### config.mk
export PLATFORM = sky130hd
export DESIGN_NAME = credential_key_slot_table
export DESIGN_NICKNAME = d
export VERILOG_FILES = /design/src/rtl/cks_pkg.sv /design/src/rtl/cks_store.sv /design/src/rtl/credential_key_slot_table.sv
export SDC_FILE = /design/constraint.sdc
export NUM_CORES = 2
export LEC_CHECK = 0
export BUFFER_PORTS_ARGS = -buffer_cell sky130_fd_sc_hd__buf_2
export CAP_MARGIN = 20
export CORE_UTILIZATION = 30
export CTS_BUF_LIST = sky130_fd_sc_hd__clkbuf_16
export DETAILED_ROUTE_END_ITERATION = 10
export MAX_ROUTING_LAYER = met4
export PLACE_DENSITY = 0.42
export SYNTH_ARGS = -nofsm -noshare
export SYNTH_HDL_FRONTEND = slang
export SYNTH_SLANG_ARGS = --single-unit
export TNS_END_PERCENT = 1
### constraint.sdc
create_clock -name clk -period 5.7 [get_ports clk]
set_clock_uncertainty 0.15 [all_clocks]
set_input_delay 0.855 -clock clk [delete_from_list [all_inputs] [get_ports clk]]
set_output_delay 0.855 -clock clk [all_outputs]
set_load 0.02 [all_outputs]
### src/rtl/cks_pkg.sv
// ---------------------------------------------------------------------------
// cks_pkg: shared types and constants of the credential key slot table
// command and status codes, sequencer states, store request bundle, defaults
// ---------------------------------------------------------------------------
package cks_pkg;

    localparam int DEF_CRED_SLOTS   = 16;
    localparam int DEF_ISSUER_SLOTS = 4;
    localparam int DEF_KEY_BITS     = 64;

    // one byte of address covers every bank of up to 256 slots
    localparam int MAX_SLOT_AW = 8;

    localparam int KEY_W      = 64;
    localparam int SLOT_W     = 4;
    localparam int COUNT_W    = 5;
    localparam int S_DATA_W   = 72;
    localparam int S_USER_W   = 4;
    localparam int M_DATA_W   = 80;
    localparam int M_USER_W   = 2;

    typedef enum logic [2:0] {
        CMD_LOOKUP = 3'd0,
        CMD_ADD    = 3'd1,
        CMD_REMOVE = 3'd2,
        CMD_CLEAR  = 3'd3,
        CMD_READ   = 3'd4
    } cmd_t;

    typedef enum logic [1:0] {
        ST_OK        = 2'd0,
        ST_NO_MEMORY = 2'd1,
        ST_NOT_FOUND = 2'd2,
        ST_INVALID   = 2'd3
    } status_t;

    typedef enum logic [2:0] {
        S_IDLE,
        S_SCAN,
        S_RESOLVE,
        S_RDADDR,
        S_RDDATA,
        S_DONE
    } state_t;

    typedef struct packed {
        logic                   rd_en;
        logic                   bank;
        logic [MAX_SLOT_AW-1:0] rd_addr;
        logic                   we;
        logic [MAX_SLOT_AW-1:0] waddr;
    } store_req_t;

endpackage

### src/rtl/cks_store.sv
// ---------------------------------------------------------------------------
// cks_store: key memories of both banks with the shared tag comparator
// one registered read port, one write port, match against the request tag
// ---------------------------------------------------------------------------
module cks_store #(
    parameter int CRED_SLOTS   = cks_pkg::DEF_CRED_SLOTS,
    parameter int ISSUER_SLOTS = cks_pkg::DEF_ISSUER_SLOTS,
    parameter int KEY_BITS     = cks_pkg::DEF_KEY_BITS
) (
    input  logic                clk,
    input  cks_pkg::store_req_t req,
    input  logic [KEY_BITS-1:0] wr_key,
    input  logic [KEY_BITS-1:0] cmp_key,
    output logic [KEY_BITS-1:0] rd_key,
    output logic                match
);
    import cks_pkg::*;

    localparam int CA_W = (CRED_SLOTS > 1) ? $clog2(CRED_SLOTS) : 1;
    localparam int IA_W = (ISSUER_SLOTS > 1) ? $clog2(ISSUER_SLOTS) : 1;

    logic [KEY_BITS-1:0] cred_mem [CRED_SLOTS];
    logic [KEY_BITS-1:0] issuer_mem [ISSUER_SLOTS];
    logic [KEY_BITS-1:0] cred_rd_reg;
    logic [KEY_BITS-1:0] issuer_rd_reg;
    logic                bank_rd_reg;

    always_ff @(posedge clk)
    begin
        if (req.we && !req.bank)
        begin
            cred_mem[req.waddr[CA_W-1:0]] <= wr_key;
        end
        if (req.rd_en && !req.bank)
        begin
            cred_rd_reg <= cred_mem[req.rd_addr[CA_W-1:0]];
        end
    end

    always_ff @(posedge clk)
    begin
        if (req.we && req.bank)
        begin
            issuer_mem[req.waddr[IA_W-1:0]] <= wr_key;
        end
        if (req.rd_en && req.bank)
        begin
            issuer_rd_reg <= issuer_mem[req.rd_addr[IA_W-1:0]];
        end
    end

    always_ff @(posedge clk)
    begin
        if (req.rd_en)
        begin
            bank_rd_reg <= req.bank;
        end
    end

    assign rd_key = bank_rd_reg ? issuer_rd_reg : cred_rd_reg;
    // the single comparator every scan step goes through
    assign match  = (rd_key == cmp_key);

endmodule

### src/rtl/credential_key_slot_table.sv
// lookup, add and remove scan their bank (lookup always the credential bank) slot by
//   slot through one comparator and then resolve, stopping the scan early when a slot
//   matches
// read goes through an address and a data state; clear and unknown commands skip both
// throughput: one command at a time, next request taken once the result is accepted
// reset clears valid bits and occupancy counts at once; key memories are not cleared
// ---------------------------------------------------------------------------
// credential_key_slot_table: two-bank key slot table with sequential scan
// lookup, add, remove, clear and read commands over credential and issuer keys
// ---------------------------------------------------------------------------
module credential_key_slot_table #(
    parameter int CRED_SLOTS   = cks_pkg::DEF_CRED_SLOTS,
    parameter int ISSUER_SLOTS = cks_pkg::DEF_ISSUER_SLOTS,
    parameter int KEY_BITS     = cks_pkg::DEF_KEY_BITS
) (
    input  logic                          clk,
    input  logic                          rst_n,
    input  logic                          s_tvalid,
    output logic                          s_tready,
    // key_value[63:0], slot_given[64], slot_index[68:65], zero pad
    input  logic [cks_pkg::S_DATA_W-1:0]  s_tdata,
    // cmd[2:0], bank[3]
    input  logic [cks_pkg::S_USER_W-1:0]  s_tuser,
    output logic                          m_tvalid,
    input  logic                          m_tready,
    // found[0], slot_out[4:1], key_out[68:5], key_count[73:69], zero pad
    output logic [cks_pkg::M_DATA_W-1:0]  m_tdata,
    // status[1:0]
    output logic [cks_pkg::M_USER_W-1:0]  m_tuser
);
    import cks_pkg::*;

    localparam int CA_W  = (CRED_SLOTS > 1) ? $clog2(CRED_SLOTS) : 1;
    localparam int IA_W  = (ISSUER_SLOTS > 1) ? $clog2(ISSUER_SLOTS) : 1;
    localparam int IDX_W = (CA_W > IA_W) ? CA_W : IA_W;
    localparam int CC_W  = $clog2(CRED_SLOTS + 1);
    localparam int IC_W  = $clog2(ISSUER_SLOTS + 1);
    localparam int CNT_W = (CC_W > IC_W) ? CC_W : IC_W;

    state_t state_reg, state_next;

    cmd_t                    cmd_reg, cmd_next;
    logic                    bank_reg, bank_next;
    logic [KEY_BITS-1:0]     tag_reg, tag_next;
    logic                    given_reg, given_next;
    logic [SLOT_W-1:0]       sidx_reg, sidx_next;

    logic [IDX_W-1:0]        issue_idx_reg, issue_idx_next;
    logic                    issue_live_reg, issue_live_next;
    logic [IDX_W-1:0]        cmp_idx_reg, cmp_idx_next;
    logic                    cmp_live_reg, cmp_live_next;
    logic                    hit_reg, hit_next;
    logic [IDX_W-1:0]        hit_idx_reg, hit_idx_next;
    logic                    free_found_reg, free_found_next;
    logic [IDX_W-1:0]        free_idx_reg, free_idx_next;

    logic [CRED_SLOTS-1:0]   cred_valid_reg, cred_valid_next;
    logic [ISSUER_SLOTS-1:0] issuer_valid_reg, issuer_valid_next;
    logic [CC_W-1:0]         cred_count_reg, cred_count_next;
    logic [IC_W-1:0]         issuer_count_reg, issuer_count_next;

    status_t                 res_status_reg, res_status_next;
    logic                    res_found_reg, res_found_next;
    logic [SLOT_W-1:0]       res_slot_reg, res_slot_next;
    logic [KEY_W-1:0]        res_key_reg, res_key_next;
    logic [COUNT_W-1:0]      res_count_reg, res_count_next;

    store_req_t              store_req;
    logic [KEY_BITS-1:0]     rd_key;
    logic                    match;

    cmd_t                    in_cmd;
    logic                    in_bank;
    logic [KEY_W-1:0]        in_key;
    logic                    in_given;
    logic [SLOT_W-1:0]       in_sidx;

    logic                    cmp_valid;
    logic [IDX_W-1:0]        n_last;
    logic                    at_last;
    logic [CNT_W-1:0]        cur_count;
    logic                    bank_full;
    logic [IDX_W-1:0]        add_pos;
    logic                    add_pos_ok;
    logic                    add_pos_valid;
    logic                    rd_valid;

    assign in_cmd   = cmd_t'(s_tuser[2:0]);
    assign in_bank  = s_tuser[3];
    assign in_key   = s_tdata[63:0];
    assign in_given = s_tdata[64];
    assign in_sidx  = s_tdata[68:65];

    cks_store #(
        .CRED_SLOTS   (CRED_SLOTS),
        .ISSUER_SLOTS (ISSUER_SLOTS),
        .KEY_BITS     (KEY_BITS)
    ) u_store (
        .clk     (clk),
        .req     (store_req),
        .wr_key  (tag_reg),
        .cmp_key (tag_reg),
        .rd_key  (rd_key),
        .match   (match)
    );

    // scan and slot bookkeeping for the addressed bank
    always_comb
    begin
        cmp_valid = bank_reg ? issuer_valid_reg[cmp_idx_reg[IA_W-1:0]]
                             : cred_valid_reg[cmp_idx_reg[CA_W-1:0]];
        n_last    = bank_reg ? IDX_W'(ISSUER_SLOTS - 1) : IDX_W'(CRED_SLOTS - 1);
        at_last   = (cmp_idx_reg == n_last);
        cur_count = bank_reg ? CNT_W'(issuer_count_reg) : CNT_W'(cred_count_reg);
        bank_full = bank_reg ? (cur_count >= CNT_W'(ISSUER_SLOTS))
                             : (cur_count >= CNT_W'(CRED_SLOTS));
        add_pos   = given_reg ? IDX_W'(sidx_reg) : free_idx_reg;
        // a free slot always exists when the bank is not full
        add_pos_ok = !given_reg
                     || (bank_reg ? (32'(sidx_reg) < 32'(ISSUER_SLOTS))
                                  : (32'(sidx_reg) < 32'(CRED_SLOTS)));
        add_pos_valid = bank_reg ? issuer_valid_reg[add_pos[IA_W-1:0]]
                                 : cred_valid_reg[add_pos[CA_W-1:0]];
        rd_valid = (32'(sidx_reg) < 32'(CRED_SLOTS))
                   && cred_valid_reg[CA_W'(sidx_reg)];
    end

    // next state
    always_comb
    begin
        state_next = state_reg;
        case (state_reg)
            S_IDLE:
            begin
                if (s_tvalid)
                begin
                    case (in_cmd)
                        CMD_LOOKUP, CMD_ADD, CMD_REMOVE: state_next = S_SCAN;
                        CMD_READ:                        state_next = S_RDADDR;
                        default:                         state_next = S_DONE;
                    endcase
                end
            end
            S_SCAN:
            begin
                if (cmp_live_reg && ((cmp_valid && match) || at_last))
                begin
                    state_next = S_RESOLVE;
                end
            end
            S_RESOLVE: state_next = S_DONE;
            S_RDADDR:  state_next = S_RDDATA;
            S_RDDATA:  state_next = S_DONE;
            S_DONE:
            begin
                if (m_tready)
                begin
                    state_next = S_IDLE;
                end
            end
            default:   state_next = S_IDLE;
        endcase
    end

    // datapath and outputs
    always_comb
    begin
        cmd_next          = cmd_reg;
        bank_next         = bank_reg;
        tag_next          = tag_reg;
        given_next        = given_reg;
        sidx_next         = sidx_reg;
        issue_idx_next    = issue_idx_reg;
        issue_live_next   = issue_live_reg;
        cmp_idx_next      = cmp_idx_reg;
        cmp_live_next     = cmp_live_reg;
        hit_next          = hit_reg;
        hit_idx_next      = hit_idx_reg;
        free_found_next   = free_found_reg;
        free_idx_next     = free_idx_reg;
        cred_valid_next   = cred_valid_reg;
        issuer_valid_next = issuer_valid_reg;
        cred_count_next   = cred_count_reg;
        issuer_count_next = issuer_count_reg;
        res_status_next   = res_status_reg;
        res_found_next    = res_found_reg;
        res_slot_next     = res_slot_reg;
        res_key_next      = res_key_reg;
        res_count_next    = res_count_reg;

        store_req         = '0;
        store_req.bank    = bank_reg;
        store_req.rd_addr = MAX_SLOT_AW'(issue_idx_reg);
        store_req.waddr   = MAX_SLOT_AW'(add_pos);

        case (state_reg)
            S_IDLE:
            begin
                if (s_tvalid)
                begin
                    cmd_next        = in_cmd;
                    bank_next       = (in_cmd == CMD_LOOKUP) ? 1'b0 : in_bank;
                    tag_next        = in_key[KEY_BITS-1:0];
                    given_next      = in_given;
                    sidx_next       = in_sidx;
                    issue_idx_next  = '0;
                    issue_live_next = 1'b1;
                    cmp_live_next   = 1'b0;
                    hit_next        = 1'b0;
                    free_found_next = 1'b0;
                    res_status_next = ST_OK;
                    res_found_next  = 1'b0;
                    res_slot_next   = '0;
                    res_key_next    = '0;
                    res_count_next  = COUNT_W'(cred_count_reg);
                    case (in_cmd)
                        CMD_CLEAR:
                        begin
                            cred_valid_next   = '0;
                            issuer_valid_next = '0;
                            cred_count_next   = '0;
                            issuer_count_next = '0;
                            res_count_next    = '0;
                        end
                        CMD_LOOKUP, CMD_ADD, CMD_REMOVE, CMD_READ:
                        begin
                        end
                        default:
                        begin
                            res_status_next = ST_INVALID;
                        end
                    endcase
                end
            end

            S_SCAN:
            begin
                // issue stage: one slot read per cycle
                store_req.rd_en = issue_live_reg;
                if (issue_live_reg)
                begin
                    issue_idx_next = issue_idx_reg + 1'b1;
                    if (issue_idx_reg == n_last)
                    begin
                        issue_live_next = 1'b0;
                    end
                end
                cmp_live_next = issue_live_reg;
                cmp_idx_next  = issue_idx_reg;
                // compare stage: lowest valid match wins, lowest empty slot remembered
                if (cmp_live_reg)
                begin
                    if (cmp_valid && match)
                    begin
                        hit_next        = 1'b1;
                        hit_idx_next    = cmp_idx_reg;
                        issue_live_next = 1'b0;
                        cmp_live_next   = 1'b0;
                    end
                    else if (!cmp_valid && !free_found_reg)
                    begin
                        free_found_next = 1'b1;
                        free_idx_next   = cmp_idx_reg;
                    end
                    if (at_last)
                    begin
                        issue_live_next = 1'b0;
                        cmp_live_next   = 1'b0;
                    end
                end
            end

            S_RESOLVE:
            begin
                res_count_next = COUNT_W'(cur_count);
                case (cmd_reg)
                    CMD_LOOKUP:
                    begin
                        if (hit_reg)
                        begin
                            res_found_next = 1'b1;
                            res_slot_next  = SLOT_W'(hit_idx_reg);
                            res_key_next   = KEY_W'(tag_reg);
                        end
                        else
                        begin
                            res_status_next = ST_NOT_FOUND;
                        end
                    end
                    CMD_ADD:
                    begin
                        if (hit_reg)
                        begin
                            res_slot_next = SLOT_W'(hit_idx_reg);
                        end
                        else if (bank_full || !add_pos_ok)
                        begin
                            res_status_next = ST_NO_MEMORY;
                        end
                        else
                        begin
                            store_req.we  = 1'b1;
                            res_slot_next = SLOT_W'(add_pos);
                            // overwriting an occupied slot keeps the count
                            if (!add_pos_valid)
                            begin
                                res_count_next = COUNT_W'(cur_count + 1'b1);
                            end
                            if (bank_reg)
                            begin
                                issuer_valid_next[add_pos[IA_W-1:0]] = 1'b1;
                                if (!add_pos_valid)
                                begin
                                    issuer_count_next = issuer_count_reg + 1'b1;
                                end
                            end
                            else
                            begin
                                cred_valid_next[add_pos[CA_W-1:0]] = 1'b1;
                                if (!add_pos_valid)
                                begin
                                    cred_count_next = cred_count_reg + 1'b1;
                                end
                            end
                        end
                    end
                    CMD_REMOVE:
                    begin
                        if (hit_reg)
                        begin
                            res_slot_next = SLOT_W'(hit_idx_reg);
                            if (cur_count != '0)
                            begin
                                res_count_next = COUNT_W'(cur_count - 1'b1);
                            end
                            if (bank_reg)
                            begin
                                issuer_valid_next[hit_idx_reg[IA_W-1:0]] = 1'b0;
                                if (issuer_count_reg != '0)
                                begin
                                    issuer_count_next = issuer_count_reg - 1'b1;
                                end
                            end
                            else
                            begin
                                cred_valid_next[hit_idx_reg[CA_W-1:0]] = 1'b0;
                                if (cred_count_reg != '0)
                                begin
                                    cred_count_next = cred_count_reg - 1'b1;
                                end
                            end
                        end
                        else
                        begin
                            res_status_next = ST_NOT_FOUND;
                        end
                    end
                    default:
                    begin
                    end
                endcase
            end

            S_RDADDR:
            begin
                store_req.rd_en   = 1'b1;
                store_req.bank    = 1'b0;
                store_req.rd_addr = MAX_SLOT_AW'(sidx_reg);
            end

            S_RDDATA:
            begin
                if (rd_valid)
                begin
                    res_key_next  = KEY_W'(rd_key);
                    res_slot_next = sidx_reg;
                end
                else
                begin
                    res_status_next = ST_INVALID;
                end
            end

            S_DONE:
            begin
            end

            default:
            begin
            end
        endcase
    end

    always_ff @(posedge clk or negedge rst_n)
    begin
        if (!rst_n)
        begin
            state_reg        <= S_IDLE;
            issue_live_reg   <= 1'b0;
            cmp_live_reg     <= 1'b0;
            hit_reg          <= 1'b0;
            free_found_reg   <= 1'b0;
            cred_valid_reg   <= '0;
            issuer_valid_reg <= '0;
            cred_count_reg   <= '0;
            issuer_count_reg <= '0;
        end
        else
        begin
            state_reg        <= state_next;
            issue_live_reg   <= issue_live_next;
            cmp_live_reg     <= cmp_live_next;
            hit_reg          <= hit_next;
            free_found_reg   <= free_found_next;
            cred_valid_reg   <= cred_valid_next;
            issuer_valid_reg <= issuer_valid_next;
            cred_count_reg   <= cred_count_next;
            issuer_count_reg <= issuer_count_next;
        end
    end

    always_ff @(posedge clk)
    begin
        cmd_reg        <= cmd_next;
        bank_reg       <= bank_next;
        tag_reg        <= tag_next;
        given_reg      <= given_next;
        sidx_reg       <= sidx_next;
        issue_idx_reg  <= issue_idx_next;
        cmp_idx_reg    <= cmp_idx_next;
        hit_idx_reg    <= hit_idx_next;
        free_idx_reg   <= free_idx_next;
        res_status_reg <= res_status_next;
        res_found_reg  <= res_found_next;
        res_slot_reg   <= res_slot_next;
        res_key_reg    <= res_key_next;
        res_count_reg  <= res_count_next;
    end

    assign s_tready = (state_reg == S_IDLE);
    assign m_tvalid = (state_reg == S_DONE);
    assign m_tdata  = {6'b0, res_count_reg, res_key_reg, res_slot_reg, res_found_reg};
    assign m_tuser  = res_status_reg;

endmodule

==> summary.md <==
| Metric | Value |
|---|---|
| Hold Path Class | `in2async` |
| Inserted Clock Buffers | `179` |
| Crit-path slowest cell | `nor4_1` |
| Post-cts sizing count | `0` |
| Pwr dens | `between 400 and 500 nW/um^2` |
| Sequential area share after synthesis | `roughly three quarters` |
| Clock slew at reported path FFs | `60 ps` |
| Syn. warnings | `0` |
| Antenna Violating Nets Remaining | `0` |
| Setup crit end kind | `flip-flop` |
| First-pass GRT wire length | `257000 microns` |
| RSZ-0062 raised after global routing | `false` |
| Routability Congestion | `between 0.7 and 0.8` |
| Worst-path cell chain | `buf_16 > buf_4 > mux2i_1 > xnor2_1 > nor4_1 > nand4_1 > nor4_1 > buf_4 > and4_1` |
| Fillers | `approximately 19000` |
| Fin crit period | `around 4300 ps` |
| FF-to-FF End | `hit_idx_reg[0]$_DFFE_PP_` |
| Drt wl/cell | `about 28 microns` |
| Clock Tree Buf Depth | `3` |
| Reg2Reg Launch Point | `u_store.bank_rd_reg$_DFFE_PP_` |
| Height of the die | `459 microns` |
| Rel. slew slack | `around a quarter` |
| Clock power frac | `between 30% and 40%` |
| Crit-path max FO | `17` |
| Hold Violations, Final | `0` |
| Dpl hpwl | `about 100000 microns` |
| Syn Inst Count | `just over 3000` |
| Port Buffers | `between 150 and 200` |
| EDFF count, synth | `approximately 1600` |
| Die X | `459 microns` |
| Drt total wl | `~180000 microns` |
| Largest net degree at the start of global routing | `129` |
| Synth async-reset ratio | `approximately 2.2%` |
| Area growth syn-to-layout | `18.0%` |
| H-tree Lvls | `4` |
| Startpoint types | `flip-flop` |
| Number of global-route vias before repair | `between 30000 and 40000` |
| CP top delay family | `simple AND/OR/NAND/NOR gates` |
| Commonest non-fill, non-tap cell in the layout | `edfxtp_1` |
| Grt ovf | `0` |
| CP max stage delay | `about 750 ps` |
| Via count | `roughly 31000` |
| Share of layout cells above drive strength 1 | `about a quarter` |
| DR DRC count | `0` |
| R2r setup slk | `between 1000 and 1500 ps` |
| I/O pins | `roughly 160` |
| DR vias/cell | `between 4 and 5` |
| Gr usage total | `17.8%` |
| Post-Syn Area | `62500 sq um` |
| Clock sinks | `1609` |
| Max reg flops | `approximately 1000` |
| Synth Register Bits | `between 1500 and 2000` |
| Sequential fraction of design power | `a little over two fifths` |
| Cell-internal power | `23.8 mW` |
| Max cap viols | `0` |
| Worst R2R Path Depth | `9` |
| Die area | `210000 sq um` |
| Initial Util | `between 30% and 40%` |
| Worst Path Buf+Inv | `3` |
| # nets final | `roughly 3600` |
| Final setup violation count | `0` |
| Slew Limit Fails | `0` |
| Tcrit/Tclk final | `74.6%` |
| Most frequent cells in the layout | `1574 x edfxtp_1, 330 x mux4_2, 236 x nand2_1` |
| Status | `finished clean` |
| Core footprint | `207000 sq um` |
| Rows | `about 170` |
| Most used flip-flop cell after synthesis | `edfxtp_1` |
| Clk Latency, worst-skew pair | `approximately 840 ps` |
| Leak | `23.6 nW` |
| Peak VDD IR | `around 400 uV` |
| Fmax | `between 0.2 and 0.25 GHz` |
| Net Sw Power | `roughly 10 mW` |
| Clk root buf | `clkbuf_16` |
| Worst Setup EP | `hit_idx_reg[0]$_DFFE_PP_` |
| Crit path DAT | `around 4600 ps` |
| Critical path required time | `roughly 6000 ps` |
| DR iter-0 viols | `~2700` |
| Worst slew pin tran | `1130 ps` |
| Setup TNS Final | `0 ps` |
| Logic pwr share | `roughly a quarter` |
| Worst path depth | `9` |
| Worst setup path start | `u_store.bank_rd_reg$_DFFE_PP_` |
| TritonRoute pass-1 iters | `7` |
| Initial antenna violation count | `5` |
| Sw Share | `30.4%` |
| CTS tree | `yes` |
| Synth unique cells | `71` |
| Design Power | `about 34 mW` |
| Critical path class | `reg2reg` |
| Syn avg cell area | `~20 sq um` |
synthesized netlist by cell type (7+ instances only):
cell type	n	area, sq um
edfxtp_1	1574	47300
mux4_2	330	7430
nand2_1	237	890
o21ai_0	85	425
a31oi_1	76	475
a21oi_1	75	375
mux2i_1	73	731
and2_1	72	450
nor2_1	69	259
clkbuf_1	68	255
a211oi_1	67	503
xnor2_1	53	464
dfrtp_1	35	876
buf_2	33	165
buf_6	25	282
buf_4	22	165
buf_1	16	60.1
inv_1	16	60.1
nor4_1	15	93.8
xor2_1	15	131
nor3_1	13	65.1
nand3_1	11	55.1
nand4_1	8	50.1
ha_1	7	87.6
o21a_1	7	52.6
layer usage:
layer | vias up | GRT usage [%] | wire length (microns)
met5 | - | - | 0
met4 | 0 | 3.99 | 3220
met3 | 219 | 2.34 | 6630
met2 | 708 | 28.7 | 90300
met1 | 17130 | 23.9 | 81900
li1 | 13404 | - | -
power groups by stage:
stage | sequential [mW] | combinational [mW] | clock, mW
after floorplan | 14.7 | 5.75 | 0
after global placement | 14.8 | 8.77 | 0
after detailed placement | 14.7 | 8.79 | 0
after CTS | 14.5 | 8.83 | 11.5
after global routing | 14.6 | 9.19 | 12.0
final | 14.5 | 8.55 | 11.2
cell type report:
type	count	area [sq um]	share of cell area, %
Multi-Input combinational cell	1316	13600	18.5
Inverter	18	75.1	0.102
Antenna cell	2	5.00	0.00678
Tap cell	2788	3490	4.73
Clock inverter	142	1190	1.61
Clock buffer	180	4500	6.10
Timing Repair Buffer	340	2790	3.78
Sequential cell	1609	48100	65.2
worst register-to-register path, stage by stage, from the launching register on:
cell and delay [ps]:
edfxtp_1 510, buf_16 220, buf_4 440, mux2i_1 320, xnor2_1 240, nor4_1 750
nand4_1 370, nor4_1 330, buf_4 210, and4_1 350
repair_timing:
action,in CTS,in global routing
endpoints found under the hold margin,41,0
endpoints found under the setup margin,0,0
hold buffers,41,0
setup buffers,0,0
how the worst min path moves through the flow:
stage                                       to  slack (ps)  cells after the start
2_1_floorplan        free_idx_reg[0]$_DFFE_PP_         290                      0
4_1_cts                  tag_reg[21]$_DFFE_PP_           2                      1
3_5_place_dp        free_found_reg$_DFFE_PN0P_         320                      2
6_report       issuer_valid_reg[2]$_DFFE_PN0P_          50                      1
5_1_grt                  tag_reg[23]$_DFFE_PP_          20                      1
3_3_place_gp        free_found_reg$_DFFE_PN0P_         320                      2
per-stage QoR:
step / cell area (sq um) / hold slack [ps] / instances / utilization, % / setup slack, ps
6_report: 73800 / 48.5 / 6395 / 35.7 / 1450
5_1_grt: 73800 / 20.5 / 6394 / 35.7 / 1290
4_1_cts: 73800 / 2.44 / 6393 / 35.6 / 1380
3_5_place_dp: 67700 / 323 / 6030 / 32.7 / 1430
3_3_place_gp: 67700 / 317 / 6026 / 32.7 / 840
2_1_floorplan: 62600 / 293 / 3108 / - / 738
kinds of logic after synthesis:
logic type | synth area share, %
AO/OA/AOI/OAI | 3.68
other | 0.00600
XOR/XNOR | 0.952
flip-flops | 77.0
multiplexers | 13.1
AND/OR/NAND/NOR | 3.44
buffers and inverters | 1.60
adder cells (fa/ha/maj) | 0.204
No activity file was read; power rests on OpenSTA's default activity.
